File: src/rtl/segment_length_statistics_core_assert.svh
// Assertion macros for the segment length statistics core.
`ifndef SEGMENT_LENGTH_STATISTICS_CORE_ASSERT_SVH
`define SEGMENT_LENGTH_STATISTICS_CORE_ASSERT_SVH

// Check that cons holds in the same cycle as ante.
`define SLS_ASSERT_NOW(lbl, clk, rst_n, ante, cons, msg) \
  lbl: assert property (@(posedge clk) disable iff (!rst_n) (ante) |-> (cons)) \
    else $error(msg);

// Check that cons holds in the cycle after ante.
`define SLS_ASSERT_NEXT(lbl, clk, rst_n, ante, cons, msg) \
  lbl: assert property (@(posedge clk) disable iff (!rst_n) (ante) |=> (cons)) \
    else $error(msg);

`endif

File: src/rtl/sls_pkg.sv
// Shared types and constants of the segment length statistics core.
package sls_pkg;

  localparam int COORD_BITS    = 16;
  localparam int LEN_W         = 21;
  localparam int CNT_OUT_W     = 9;
  localparam int MAX_LINES_DEF = 256;
  localparam int FRAC_BITS_DEF = 4;

  typedef struct packed {
    logic signed [COORD_BITS-1:0] ax;
    logic signed [COORD_BITS-1:0] ay;
    logic signed [COORD_BITS-1:0] bx;
    logic signed [COORD_BITS-1:0] by;
    logic                         last_in_set;
  } sls_in_t;

  typedef struct packed {
    logic [LEN_W-1:0]     seg_length;
    logic                 stats_valid;
    logic [LEN_W-1:0]     max_length;
    logic [LEN_W-1:0]     min_length;
    logic [LEN_W-1:0]     mean_length;
    logic [CNT_OUT_W-1:0] set_count;
    logic                 set_overflow;
  } sls_out_t;

endpackage

File: src/rtl/segment_length_statistics_core.sv
// Segment length statistics core: bit-serial length, running statistics and mean.
//
// Takes one segment per request and returns one result request holding its length,
// floor(sqrt(dx^2 + dy^2) * 2^FRAC_BITS). The input side stays stalled from acceptance
// until the result is placed in the output register. A bit-serial multiply-accumulate
// forms dx^2 + dy^2, and a restoring square root of COORD_BITS + 1 + FRAC_BITS bits
// then settles one root bit a cycle. A request marked last_in_set also runs a
// restoring division of the running sum by the count, one quotient bit a cycle,
// and then clears the running maximum, minimum, sum, count and overflow flag.
// The result sits in an output register, so the next segment may be accepted and
// worked on while the previous result is still stalled.
module segment_length_statistics_core #(
  parameter int MAX_LINES = sls_pkg::MAX_LINES_DEF,
  parameter int FRAC_BITS = sls_pkg::FRAC_BITS_DEF
) (
  input  logic              clk,
  input  logic              rst_n,
  input  logic              in_valid,
  output logic              in_stall,
  input  sls_pkg::sls_in_t  in_data,
  output logic              out_valid,
  input  logic              out_stall,
  output sls_pkg::sls_out_t out_data
);

  import sls_pkg::*;

  // Widths derived from the configuration.
  localparam int C     = COORD_BITS;
  localparam int ACC_W = 2 * C + 1;                  // dx^2 + dy^2
  localparam int RB    = C + 1 + FRAC_BITS;          // root bits
  localparam int RAD_W = 2 * RB;                     // radicand bits
  localparam int CW    = $clog2(MAX_LINES + 1);      // count bits
  localparam int SW    = LEN_W + $clog2(MAX_LINES);  // sum bits
  localparam int MAXN  = (SW > RB) ? ((SW > C) ? SW : C) : ((RB > C) ? RB : C);
  localparam int STEP_W = $clog2(MAXN);

  localparam logic [CW-1:0]    MAX_CNT  = CW'(MAX_LINES);
  localparam logic [LEN_W-1:0] LEN_ONES = '1;

  // Sequencer codes.
  localparam logic [2:0] ST_IDLE = 3'd0;
  localparam logic [2:0] ST_MAC  = 3'd1;
  localparam logic [2:0] ST_SQRT = 3'd2;
  localparam logic [2:0] ST_UPD  = 3'd3;
  localparam logic [2:0] ST_DIV  = 3'd4;
  localparam logic [2:0] ST_FIN  = 3'd5;

  logic [2:0]        state_r, state_nxt;
  logic [STEP_W-1:0] step_r, step_nxt;
  logic              last_r, last_nxt;
  logic [C-1:0]      adx_r, adx_nxt, ady_r, ady_nxt;
  logic [C-1:0]      sx_r, sx_nxt, sy_r, sy_nxt;
  logic [ACC_W-1:0]  acc_r, acc_nxt;
  logic [RAD_W-1:0]  rad_r, rad_nxt;
  logic [RB+1:0]     srem_r, srem_nxt;
  logic [RB-1:0]     root_r, root_nxt;
  logic [LEN_W-1:0]  len_r, len_nxt;
  logic [SW-1:0]     dsh_r, dsh_nxt;
  logic [CW-1:0]     drem_r, drem_nxt;
  logic [LEN_W-1:0]  max_r, max_nxt, min_r, min_nxt;
  logic [SW-1:0]     sum_r, sum_nxt;
  logic [CW-1:0]     cnt_r, cnt_nxt;
  logic              ovf_r, ovf_nxt;
  logic              out_valid_r, out_valid_nxt;
  sls_out_t          out_data_r, out_data_nxt;

  // Absolute coordinate differences, taken at acceptance.
  logic [C:0]   dx, dy, ndx, ndy;
  logic [C-1:0] adx_c, ady_c;

  assign dx    = {in_data.bx[C-1], in_data.bx} - {in_data.ax[C-1], in_data.ax};
  assign dy    = {in_data.by[C-1], in_data.by} - {in_data.ay[C-1], in_data.ay};
  assign ndx   = -dx;
  assign ndy   = -dy;
  assign adx_c = dx[C] ? ndx[C-1:0] : dx[C-1:0];
  assign ady_c = dy[C] ? ndy[C-1:0] : dy[C-1:0];

  // Multiply-accumulate step, MSB of the multiplier first:
  // acc = 2*acc + bit_x*adx + bit_y*ady, which ends at adx^2 + ady^2.
  logic [ACC_W-1:0] mac_px, mac_py, mac_sum;

  assign mac_px  = sx_r[C-1] ? ACC_W'(adx_r) : '0;
  assign mac_py  = sy_r[C-1] ? ACC_W'(ady_r) : '0;
  assign mac_sum = {acc_r[ACC_W-2:0], 1'b0} + mac_px + mac_py;

  // Restoring square root step: bring down two radicand bits, try root*4+1.
  logic [RB+1:0] sq_rem, sq_trial;
  logic          sq_ge;

  assign sq_rem   = {srem_r[RB-1:0], rad_r[RAD_W-1 -: 2]};
  assign sq_trial = {root_r, 2'b01};
  assign sq_ge    = sq_rem >= sq_trial;

  // Running statistics after folding in the current length.
  logic             cnt_room;
  logic [LEN_W-1:0] max_upd, min_upd;
  logic [SW-1:0]    sum_upd;
  logic [CW-1:0]    cnt_upd;

  assign cnt_room = cnt_r < MAX_CNT;
  assign max_upd  = (cnt_room && len_r > max_r) ? len_r : max_r;
  assign min_upd  = (cnt_room && len_r < min_r) ? len_r : min_r;
  assign sum_upd  = cnt_room ? sum_r + SW'(len_r) : sum_r;
  assign cnt_upd  = cnt_room ? cnt_r + CW'(1) : cnt_r;

  // Restoring division step: one quotient bit into the bottom of the shifter.
  logic [CW:0] dv_trial;
  logic [CW:0] dv_diff;
  logic        dv_ge;

  assign dv_trial = {drem_r, dsh_r[SW-1]};
  assign dv_ge    = dv_trial >= {1'b0, cnt_r};
  assign dv_diff  = dv_trial - {1'b0, cnt_r};

  logic out_acc;
  assign out_acc = out_valid_r && !out_stall;

  always_comb begin
    state_nxt     = state_r;
    step_nxt      = step_r;
    last_nxt      = last_r;
    adx_nxt       = adx_r;
    ady_nxt       = ady_r;
    sx_nxt        = sx_r;
    sy_nxt        = sy_r;
    acc_nxt       = acc_r;
    rad_nxt       = rad_r;
    srem_nxt      = srem_r;
    root_nxt      = root_r;
    len_nxt       = len_r;
    dsh_nxt       = dsh_r;
    drem_nxt      = drem_r;
    max_nxt       = max_r;
    min_nxt       = min_r;
    sum_nxt       = sum_r;
    cnt_nxt       = cnt_r;
    ovf_nxt       = ovf_r;
    out_valid_nxt = out_valid_r;
    out_data_nxt  = out_data_r;

    // Drop the result once the far side takes it.
    if (out_acc) begin
      out_valid_nxt = 1'b0;
    end

    case (state_r)
      ST_IDLE: begin
        if (in_valid) begin
          adx_nxt   = adx_c;
          ady_nxt   = ady_c;
          sx_nxt    = adx_c;
          sy_nxt    = ady_c;
          acc_nxt   = '0;
          last_nxt  = in_data.last_in_set;
          step_nxt  = STEP_W'(C - 1);
          state_nxt = ST_MAC;
        end
      end
      ST_MAC: begin
        acc_nxt = mac_sum;
        sx_nxt  = {sx_r[C-2:0], 1'b0};
        sy_nxt  = {sy_r[C-2:0], 1'b0};
        if (step_r == '0) begin
          // Scale by 4^FRAC_BITS so the root carries the fraction bits.
          rad_nxt   = RAD_W'(mac_sum) << (2 * FRAC_BITS);
          srem_nxt  = '0;
          root_nxt  = '0;
          step_nxt  = STEP_W'(RB - 1);
          state_nxt = ST_SQRT;
        end else begin
          step_nxt = step_r - STEP_W'(1);
        end
      end
      ST_SQRT: begin
        rad_nxt  = {rad_r[RAD_W-3:0], 2'b00};
        srem_nxt = sq_ge ? sq_rem - sq_trial : sq_rem;
        root_nxt = {root_r[RB-2:0], sq_ge};
        if (step_r == '0) begin
          len_nxt   = LEN_W'({root_r[RB-2:0], sq_ge});
          state_nxt = ST_UPD;
        end else begin
          step_nxt = step_r - STEP_W'(1);
        end
      end
      ST_UPD: begin
        max_nxt = max_upd;
        min_nxt = min_upd;
        sum_nxt = sum_upd;
        cnt_nxt = cnt_upd;
        if (!cnt_room) begin
          ovf_nxt = 1'b1;
        end
        dsh_nxt  = sum_upd;
        drem_nxt = '0;
        step_nxt = STEP_W'(SW - 1);
        state_nxt = last_r ? ST_DIV : ST_FIN;
      end
      ST_DIV: begin
        dsh_nxt  = {dsh_r[SW-2:0], dv_ge};
        drem_nxt = dv_ge ? dv_diff[CW-1:0] : dv_trial[CW-1:0];
        if (step_r == '0) begin
          state_nxt = ST_FIN;
        end else begin
          step_nxt = step_r - STEP_W'(1);
        end
      end
      ST_FIN: begin
        // Hold until the output register is free.
        if (!out_valid_r || out_acc) begin
          out_valid_nxt           = 1'b1;
          out_data_nxt            = '0;
          out_data_nxt.seg_length = len_r;
          if (last_r) begin
            out_data_nxt.stats_valid  = 1'b1;
            out_data_nxt.max_length   = max_r;
            out_data_nxt.min_length   = min_r;
            out_data_nxt.mean_length  = (cnt_r == '0) ? '0 : LEN_W'(dsh_r);
            out_data_nxt.set_count    = CNT_OUT_W'(cnt_r);
            out_data_nxt.set_overflow = ovf_r;
            max_nxt = '0;
            min_nxt = LEN_ONES;
            sum_nxt = '0;
            cnt_nxt = '0;
            ovf_nxt = 1'b0;
          end
          state_nxt = ST_IDLE;
        end
      end
      default: begin
        state_nxt = ST_IDLE;
      end
    endcase
  end

  // Control and running statistics.
  always_ff @(posedge clk) begin
    if (!rst_n) begin
      state_r     <= ST_IDLE;
      out_valid_r <= 1'b0;
      max_r       <= '0;
      min_r       <= LEN_ONES;
      sum_r       <= '0;
      cnt_r       <= '0;
      ovf_r       <= 1'b0;
    end else begin
      state_r     <= state_nxt;
      out_valid_r <= out_valid_nxt;
      max_r       <= max_nxt;
      min_r       <= min_nxt;
      sum_r       <= sum_nxt;
      cnt_r       <= cnt_nxt;
      ovf_r       <= ovf_nxt;
    end
  end

  // Datapath shifters and the output register.
  always_ff @(posedge clk) begin
    step_r     <= step_nxt;
    last_r     <= last_nxt;
    adx_r      <= adx_nxt;
    ady_r      <= ady_nxt;
    sx_r       <= sx_nxt;
    sy_r       <= sy_nxt;
    acc_r      <= acc_nxt;
    rad_r      <= rad_nxt;
    srem_r     <= srem_nxt;
    root_r     <= root_nxt;
    len_r      <= len_nxt;
    dsh_r      <= dsh_nxt;
    drem_r     <= drem_nxt;
    out_data_r <= out_data_nxt;
  end

  assign in_stall  = (state_r != ST_IDLE);
  assign out_valid = out_valid_r;
  assign out_data  = out_data_r;

`include "segment_length_statistics_core_assert.svh"

  // An accepted segment keeps the input side stalled while it is worked on.
  `SLS_ASSERT_NEXT(a_busy_after_accept, clk, rst_n, in_valid && !in_stall, in_stall, "input not held off after acceptance")
  // The count never passes the set limit.
  `SLS_ASSERT_NOW(a_count_bound, clk, rst_n, 1'b1, cnt_r <= MAX_CNT, "running count beyond limit")
  // A closing result has its mean no larger than its maximum.
  `SLS_ASSERT_NOW(a_mean_le_max, clk, rst_n, out_valid && out_data.stats_valid, out_data.mean_length <= out_data.max_length, "mean above maximum")
  // Results that do not close a set carry no statistics.
  `SLS_ASSERT_NOW(a_no_stats_open, clk, rst_n, out_valid && !out_data.stats_valid, out_data.max_length == '0 && out_data.set_count == '0 && !out_data.set_overflow, "statistics on an open set")

endmodule
File: config.mk
export PLATFORM = sky130hd
export DESIGN_NAME = segment_length_statistics_core
export DESIGN_NICKNAME = d
export VERILOG_FILES = /design/src/rtl/sls_pkg.sv /design/src/rtl/segment_length_statistics_core.sv
export VERILOG_INCLUDE_DIRS = /design/src /design/src/rtl
export SDC_FILE = /design/constraint.sdc
export NUM_CORES = 1
export LEC_CHECK = 0
export CAP_MARGIN = 20
export CORE_ASPECT_RATIO = 0.5
export CORE_MARGIN = 1
export CORE_UTILIZATION = 60
export DETAILED_ROUTE_END_ITERATION = 10
export DONT_BUFFER_PORTS = 1
export GPL_TIMING_DRIVEN = 0
export PLACE_DENSITY = 0.76
export SLEW_MARGIN = 25
export SYNTH_ARGS = -nofsm -noshare
export SYNTH_HDL_FRONTEND = slang
export SYNTH_SLANG_ARGS = --single-unit
export TNS_END_PERCENT = 1
File: constraint.sdc
create_clock -name clk -period 7.95 [get_ports clk]
set_input_delay 0.795 -clock clk [delete_from_list [all_inputs] [get_ports clk]]
set_output_delay 0.795 -clock clk [all_outputs]
set_load 0.02 [all_outputs]
# Word level (Yosys, flattened, before mapping)
# Cells that the tools add are included.
# totals
reg_bits	425
latch_bits	0
ramBits	0
mem_bits_ro	0
inputBits	69
output_inout_bits	97
word_cells	145
mem_count	0
# classes
n_addsub	11
multipliers	0
div	0
order_cmp	5
n_eq_ne	16
shifts	0
n_mux	56
bitwise	1
n_reduce_logical	29
# op_table
operator	count
$mux 21	10
$pmux 21 s2	4
$pmux 29 s2	2
$mux 16	6
$mux 29	3
$pmux 42 s2	1
$mux 74	1
$add 33x16->33	2
$pmux 16 s2	2
$pmux 32 s2	1
$mux 42	1
$mux 9	4
$pmux 9 s2	2
$sub 16x16->17	2
$mux 32	1
$neg 16->16	2
$add 29x21->29	1
$ge 23x23->1	1
$ne 2x2->1 const B	11
$gt 21x21->1	1
$lt 21x21->1	1
$sub 21x21->21	1
$pmux 5 s4	1
$pmux 3 s6	1
other kinds (27)	56

# Logic depth before layout (Yosys ltp)
# Gate-level depths: netlist of the first run.
# depth
ltp_word	5
ltp_mapped	15
depth_no_buf	14

# Worst setup path before layout of the first run
# Ideal clock, no wire load.
# synth_path
path_type	register -> register
from	register state_r[0]
to	register rad_r[10], enable pin
setup_time_ps	615
arrival_time_ps	6712
required_ps	7335
slack_ps	622
path_stages_with_launch	7
path_buffers	3
synth_period_minus_slack_ps	7328
cell_sequence	dfxtp_1 -> clkbuf_1 -> nor2b_1 -> clkbuf_1 -> nand2_1 -> clkbuf_1 -> o21ai_0
# synth_via
elab_chain_cells	3
elab_cells_between_ends	5
classes_between	3 x eq/ne; 2 x reduce/logical
# synth_rtl
element	line	rtl
start: declaration	segment_length_statistics_core.sv:49	logic [2:0] state_r, state_nxt;
start signal: assignment	segment_length_statistics_core.sv:247	state_r <= state_nxt;
$eq 3x1->1 / $eq 3x2->1 (equally long branches)	segment_length_statistics_core.sv:147	case (state_r)
$ne 2x2->1 (no line) / $reduce_bool 2->1 (equally long branches)	-	
$reduce_and 2->1 (no line) (*)	-	
end signal: assignment	segment_length_statistics_core.sv:266	rad_r <= rad_nxt;
end: declaration	segment_length_statistics_core.sv:55	logic [RAD_W-1:0] rad_r, rad_nxt;
# Mark *: on every way between the ends. The rest lies on a longest branch, timed or not.
# A chain may end at the register's enable or synchronous reset.

# Final worst setup path of the first run
# layout_path
from	register sx_r[15]
to	register rad_r[31], data pin
# layout_via
elab_chain_cells	5
# layout_rtl
element	line	rtl
start: declaration	segment_length_statistics_core.sv:53	logic [C-1:0] sx_r, sx_nxt, sy_r, sy_nxt;
start signal: assignment	segment_length_statistics_core.sv:263	sx_r <= sx_nxt;
$mux 16	segment_length_statistics_core.sv:83	assign mac_px = sx_r[C-1] ? ACC_W'(adx_r) : '0;
$add 33x16->33 (2 in a row)	segment_length_statistics_core.sv:85	assign mac_sum = {acc_r[ACC_W-2:0], 1'b0} + mac_px + mac_py;
$mux 42	segment_length_statistics_core.sv:164	if (step_r == '0) begin
$pmux 42 s2	segment_length_statistics_core.sv:147	
via rad_nxt[31]	segment_length_statistics_core.sv:55	
# The timed path passes the listed nets, and every way through them passes these cells. The select of a mux whose other input is x is not followed.

==> key figures, run 1 <==
Outcome
  – Status: finished, final reports clean

Clock tree
  – Post-CTS Setup Inserts: 0
  – CTS root buffer: clkbuf_16
  – CTS Hold Buffers Added: 0
  – H-tree Lvls: 2
  – CTS tree: built
  – Clock Sinks: between 400 and 500
  – Reg clk slew, reported paths: 0.07 ns
  – Cts bufs inserted: 39
  – # resized after CTS: 0
  – Clock insertion delay at the later pin of the skew report: 0.57 ns
  – Clock Path Buffers: 3

Setup path
  – Crit start category: register
  – Critical path class: reg -> reg
  – WP buf/inv: 2
  – CP Cell Sequence: clkbuf_1 > nand2_1 > fa_1 > inv_1 > ha_1 > fa_1 > a21o_1 > a21oi_1 > nor2b_1 > o311ai_0 > a211oi_1 > o211ai_1 > a21boi_0 > xnor2_1 > a21oi_1
  – R2R cell count: 15
  – FF-to-FF Start: sx_r[15]$_DFFE_PP_
  – Worst Setup End Kind: register
  – Critical-path top delay cell: o211ai_1
  – Data required, critical path: 8.23 ns
  – Worst path max stage delay: 0.70 ns
  – Crit path DAT: 5.26 ns
  – Crit-path max FO: 10
  – Reg2reg end: rad_r[31]$_DFFE_PP_
  – Reg-to-reg slack, setup: 2.97 ns
  – CP delay by family, top: compound AO/OA/AOI/OAI gates

Logic synthesis
  – Syn Nets: 2439
  – Main synth FF type: edfxtp_1
  – Largest area contributor in the netlist: edfxtp_1
  – Post-Synth XOR/XNOR Area: 0.0475
  – Top-area cell type share of the netlist area: 0.430
  – Synth area leaders: edfxtp_1 43%, ha_1 8.0%, dfxtp_1 7.3%
  – Yosys cell types: 85
  – Flops & latches, synth: 417
  – Simple-Gate Fraction of Synth Area: 0.145
  – Synth Warn #: 0
  – Netlist Area Pre-Place: 23200 um2
  – Mux contribution to synthesized area: 0.0296
  – Synth Instances: 2202
  – Mapped Avg Cell Area: 10.5 um2
  – Largest family of logic cells by synthesized area: simple AND/OR/NAND/NOR gates
  – Post-synth EDFFs: approximately 330
  – Seq/Total Area, Yosys: 0.503
  – Synth Area in Compound Gates: 0.139
  – Post-synth ARST share: 0
  – Post-Synth Adder-Cell Area: 0.0976

Cells and area
  – Final nets: 2493
  – Post-layout util: 0.680
  – # diodes: 0
  – Design area: 25600 um2
  – Fill cells: 2893
  – Commonest non-fill, non-tap cell in the layout: edfxtp_1
  – Layout area overhead: 10.6%
  – Most frequent cells in the layout: 332 x edfxtp_1, 265 x nor2_1, 160 x a21oi_1
  – Share of cells above drive strength 1: 0.0665

Placed design
  – Post-Place Cell Area: ~24000 um2
  – IO buf count: 0
  – DPL Wire Length: 37100 um
  – GPL Wtd Cong: approximately 0.94

Run
  – Max-Cap Viols: 0

Global route
  – Initial antenna violation count: 0
  – GRT overflow: 0
  – GRT Overall Usage: 0.259
  – Vias in the first global route: about 16000
  – First-pass GRT wire length: 82000 um
  – Largest net degree at the start of global routing: 27

Timing
  – Setup violators final: 0
  – Final TNS setup: 0 ns
  – RSZ-0062 raised after global routing: false
  – Count of final hold-check violations: 0
  – Worst slew pin tran: 0.895 ns
  – Max Fclk: 201 MHz
  – Worst slew margin: 0.403
  – Final worst path period need: ~5.0 ns
  – Setup Skew: 0.0258 ns
  – Final Max Tran Viols: 0
  – Minimum hold slack: 0.333 ns
  – Final period utilization: 0.626

Floorplanning
  – Row cnt: 50
  – Die Span X: 280 um
  – Die Y: about 140 um
  – I/O pin cnt: about 170
  – Initial core utilization: 0.615
  – DIE AREA: 39500 um2
  – Core area: 37700 um2

Route
  – Drt first pass iters: 8
  – Vias: 16600
  – ANT nets after route: 0
  – First DRT Iteration DRCs: around 1100
  – Vias/cell: about 5.9
  – Drc violations: 0
  – Routed WL: 51100 um
  – Routed WL per cell: 18.2 um

Pwr
  – Sw Share: 0.295
  – Maximum VDD drop: 0.164 mV
  – Clk pwr share: 0.323
  – PwrDens: around 250 nW/um2
  – Flop pwr share: 0.433
  – Logic pwr share: 0.244
  – Pleak: 0.0100 uW
  – Power Total: 6450 uW
  – Net Sw Power: 1900 uW
  – Internal power: 4540 uW

Min path
  – Min-Delay Endpoint: last_r$_DFFE_PP_
  – Worst Hold Launch: in_data[0]
  – Min-delay worst type: in -> reg
  – Worst hold path cell count: 0
-- Yosys cell counts (22+ instances only) --
cell and number:
a21o_1 51, a21oi_1 161, a31oi_1 33, and2_1 65
and3_1 26, clkbuf_1 65, dfxtp_1 85, edfxtp_1 332
ha_1 148, inv_1 155, mux2_2 33, mux2i_1 30
nand2_1 139, nand3_1 29, nand3b_1 22, nand4_1 24
nor2_1 267, nor2b_1 22, nor3_1 33, o21ai_0 91
xnor2_1 80, xor2_1 43
-- state kept, by name, indices dropped and copies added, names as in the netlist, 5 cells and up --
name,cells
sx_r,16
len_r,21
adx_r,16
dsh_r,29
sy_r,16
step_r,5
ady_r,16
srem_r,21
acc_r,32
sum_r,29
out_data,95
rad_r,34
max_r,21
root_r,21
drem_r,9
min_r,21
cnt_r,9
-- cells by family (layout without fill, tap and decap cells) --
| family | after synthesis | in the layout |
|---|---|---|
| muxes | 64 | 64 |
| xor gates and xnor gates | 124 | 124 |
| adders and majority gates | 169 | 169 |
| AOI/OAI and AO/OA | 496 | 496 |
| and+or+nand+nor | 699 | 699 |
| DFF | 417 | 417 |
| buffers and inverters | 233 | 318 |
-- cell type report --
class                           count  area [um2]  area share
Sequential cell                   417       11700       0.455
Multi-Input combinational cell   1552       10700       0.416
Clock buffer                       50        1100      0.0429
Buffer                             75         298      0.0116
Clock inverter                     22         325      0.0127
Timing Repair Buffer               13         329      0.0128
Inverter                          158         593      0.0231
Tap cell                          520         651      0.0254
-- worst max-delay path by stage --
stage | start | endpoint | slack (ns) | cells after the start
2_1_floorplan | state_r[0]$_SDFFE_PN0P_ | rad_r[10]$_DFFE_PP_ | 0.62 | 6
3_5_place_dp | sx_r[15]$_DFFE_PP_ | rad_r[31]$_DFFE_PP_ | 3.02 | 15
3_3_place_gp | state_r[0]$_SDFFE_PN0P_ | root_r[6]$_SDFFCE_PN0P_ | -2.73 | 6
4_1_cts | sx_r[15]$_DFFE_PP_ | rad_r[31]$_DFFE_PP_ | 3.01 | 15
6_report | sx_r[15]$_DFFE_PP_ | rad_r[31]$_DFFE_PP_ | 2.97 | 15
5_1_grt | sx_r[15]$_DFFE_PP_ | rad_r[31]$_DFFE_PP_ | 2.56 | 15
-- per-layer routing --
layer  global-route usage  vias to the layer above  wire length (um)
li1                     -                     8061                 -
met1                0.357                     7957             23100
met2                0.434                      520             24000
met3               0.0343                       81              2910
met4               0.0690                        0              1130
met5                    0                        -                 0
-- power groups by stage --
| stage | logic, uW | registers [uW] | clock network [uW] |
|---|---|---|---|
| 2_1_floorplan | 1170 | 2830 | 0 |
| 3_3_place_gp | 1450 | 2860 | 0 |
| 3_5_place_dp | 1550 | 2840 | 0 |
| 4_1_cts | 1560 | 2790 | 2110 |
| 5_1_grt | 1750 | 2810 | 2190 |
| 6_report | 1570 | 2790 | 2080 |
-- metrics by stage --
stage / setup WS, ns / instances
after CTS: 3.01 / 2807
after detailed placement: 3.02 / 2735
final: 2.97 / 2807
after global placement: -2.73 / 2722
after global routing: 2.56 / 2807
after floorplan: 0.622 / 2202
(Power assumes the default switching activity.)
==> inputs of run 2 (changes only) <==
Clock period 7.95 ns to 5.1 ns, I/O delays scaled along.
==> run 2 against run 1 <==
  * Final cell count barely moved
  * Clock power grew 48%
  * Setup slack worse by 2.3 ns
  * Critical path type unchanged
  * Critical endpoint is now rad_r[37]$_DFFE_PP_
==> key figures, run 2 (synthesis results as in run 1) <==
Timing
  – Final TNS setup: 0 ns (unchanged)
  – Setup Skew: 0.0234 ns (-0.00238 ns)
  – Setup WS post-layout: 0.679 ns (-2.30 ns)
  – Count of final hold-check violations: 0 (unchanged)
  – Minimum hold slack: 0.0633 ns (-0.270 ns)
  – Final worst path period need: 4.42 ns (-0.555 ns)
  – Setup violators final: 0 (unchanged)
  – RSZ-0062 raised after global routing: false
  – Final Max Tran Viols: 0 (unchanged)
  – Worst slew pin tran: 0.811 ns (-0.0843 ns)
  – Worst slew margin: 0.459 (+0.0562)
  – Final period utilization: 0.867 (+0.241)
  – Max Fclk: 226 MHz (+13%)

Floorplanning
  – Die Span X: 280 um (unchanged)
  – I/O pin cnt: 166 (unchanged)
  – Core area: 37700 um2 (unchanged)
  – Initial core utilization: 0.615 (unchanged)
  – Die Y: 141 um (unchanged)
  – DIE AREA: 39500 um2 (unchanged)
  – Row cnt: 50 (unchanged)

Min path
  – Min-delay worst type: in -> reg

Cells and area
  – Layout area overhead: 10.2%
  – Most frequent cells in the layout: 332 x edfxtp_1, 265 x nor2_1, 160 x a21oi_1
  – Largest Register: out_data
  – Final nets: 2493 (unchanged)
  – Multi-input gate area: 10700 um2 (unchanged)
  – Fill cells: 2815 (-2.7%)
  – Commonest non-fill, non-tap cell in the layout: edfxtp_1
  – Top Registers: out_data x95, rad_r x34, acc_r x32
  – Register Area: 11700 um2 (unchanged)
  – Post-layout util: 0.677 (-0.00249)
  – # diodes: 0 (unchanged)
  – Max reg flops: 95 (unchanged)
  – Share of cells above drive strength 1: 0.0656 (-0.000846)

Run
  – Max-Cap Viols: 0 (unchanged)

Pwr
  – Clk pwr share: 0.311 (-0.012)
  – Net Sw Power: 2910 uW (+53%)
  – Pleak: 0.00999 uW (-0.44%)
  – Sw Share: 0.295 (about the same)
  – PwrDens: 386 nW/um2 (+53%)
  – Logic pwr share: 0.247 (+0.003)
  – Maximum VDD drop: 0.271 mV (+65%)
  – Flop pwr share: 0.441 (+0.008)
  – Internal power: 6950 uW (+53%)

Clock tree
  – Clock Sinks: 417 (unchanged)
  – CTS tree: built
  – Cts bufs inserted: 38 (-2.6%)
  – Clock Path Buffers: 3 (unchanged)
  – Clock insertion delay at the later pin of the skew report: 0.56 ns (about the same)
  – Reg clk slew, reported paths: 0.07 ns (about the same)
  – H-tree Lvls: 2 (unchanged)
  – CTS root buffer: clkbuf_16
  – CTS Hold Buffers Added: 0 (unchanged)

Route
  – Vias/cell: 5.88 (-0.65%)
  – Routed WL per cell: 17.9 um (-1.8%)
  – ANT nets after route: 0 (unchanged)
  – Drc violations: 0 (unchanged)
  – Drt first pass iters: 7 (-1)
  – Vias: 16500 (-0.69%)
  – Routed WL: 50100 um (-1.9%)
  – First DRT Iteration DRCs: 1220 (+8.4%)

Setup path
  – Data required, critical path: 5.37 ns (-2.86 ns)
  – Critical path class: reg -> reg
  – Crit start category: register
  – Crit path DAT: 4.69 ns (-0.57 ns)
  – Crit-path max FO: 10 (unchanged)
  – Worst Setup End Kind: register

Global route
  – GRT Overall Usage: 0.253 (-0.00643)
  – Largest net degree at the start of global routing: 28 (+3.7%)
  – GRT overflow: 0 (unchanged)
  – First-pass GRT wire length: 79900 um (-2.5%)
  – Initial antenna violation count: 0 (unchanged)
  – Vias in the first global route: 15800 (-1.0%)

Outcome
  – Status: finished, final reports clean

Placed design
  – Worst slack, placed: 0.154 ns (-2.87 ns)
  – IO buf count: 0 (unchanged)
  – DPL Wire Length: 37200 um (about the same)
  – GPL Wtd Cong: 0.912 (-2.6%)
==> run 2: final timing paths <==
path,startpoint,endpoint,slack [ns],cells after the start
worst max register to register,sx_r[15]$_DFFE_PP_,rad_r[37]$_DFFE_PP_,0.68,16
worst min register to register,root_r[7]$_SDFFCE_PN0P_,len_r[8]$_DFFE_PP_,0.43,0
worst min-delay path,in_data[0],last_r$_DFFE_PP_,0.06,0
worst max-delay path,sx_r[15]$_DFFE_PP_,rad_r[37]$_DFFE_PP_,0.68,16
==> run 2: power by group through the flow <==
stage / Sequential, uW / Combinational (uW) / Clock, uW
floorplan: 4410 / 1820 / 0
global placement: 4460 / 2260 / 0
detailed placement: 4420 / 2400 / 0
CTS: 4350 / 2420 / 3100
global route: 4380 / 2740 / 3240
finish: 4350 / 2440 / 3070
==> run 2: what timing repair did <==
action | in CTS | in global routing
endpoints found under the hold margin | 0 | 0
resized for setup | 0 | 1
buffers inserted | 0 | 1
setup endpoints to repair | 0 | 16
==> run 2: routing by layer <==
| layer | track usage | share of wire |
|---|---|---|
| met3 | 0.0363 | 0.057 |
| met2 | 0.425 | 0.47 |
| met5 | 0.00244 | 0 |
| met1 | 0.344 | 0.45 |
| met4 | 0.0705 | 0.024 |
==> run 2: worst max-delay path, cell delays in order (launching register included) <==
cell	delay [ns]
edfxtp_1	0.41
clkbuf_1	0.31
nand2_1	0.18
fa_1	0.54
inv_1	0.05
ha_1	0.23
fa_1	0.41
a21o_1	0.17
a21oi_1	0.22
nor2b_1	0.10
o311ai_1	0.46
a211oi_1	0.19
o211ai_1	0.19
buf_4	0.18
a21boi_0	0.11
xnor2_1	0.26
a21oi_1	0.13
==> run 2: through the flow <==
step / cells / instance area, um2 / total power [uW]
final: 2806 / 25600 / 9850
after global routing: 2806 / 25600 / 10400
after CTS: 2805 / 25500 / 9880
after detailed placement: 2735 / 24200 / 6830
after global placement: 2722 / 23800 / 6710
after floorplan: 2202 / 23200 / 6230
==> run 2: layout make-up <==
class | instances | share of cell area
buffer | 75 | 0.0117
clock buffer | 46 | 0.0404
clock inverter | 24 | 0.0117
inverter | 158 | 0.0232
multi-input combinational | 1552 | 0.418
sequential | 417 | 0.457
tap | 520 | 0.0255
timing repair buffer | 14 | 0.0129
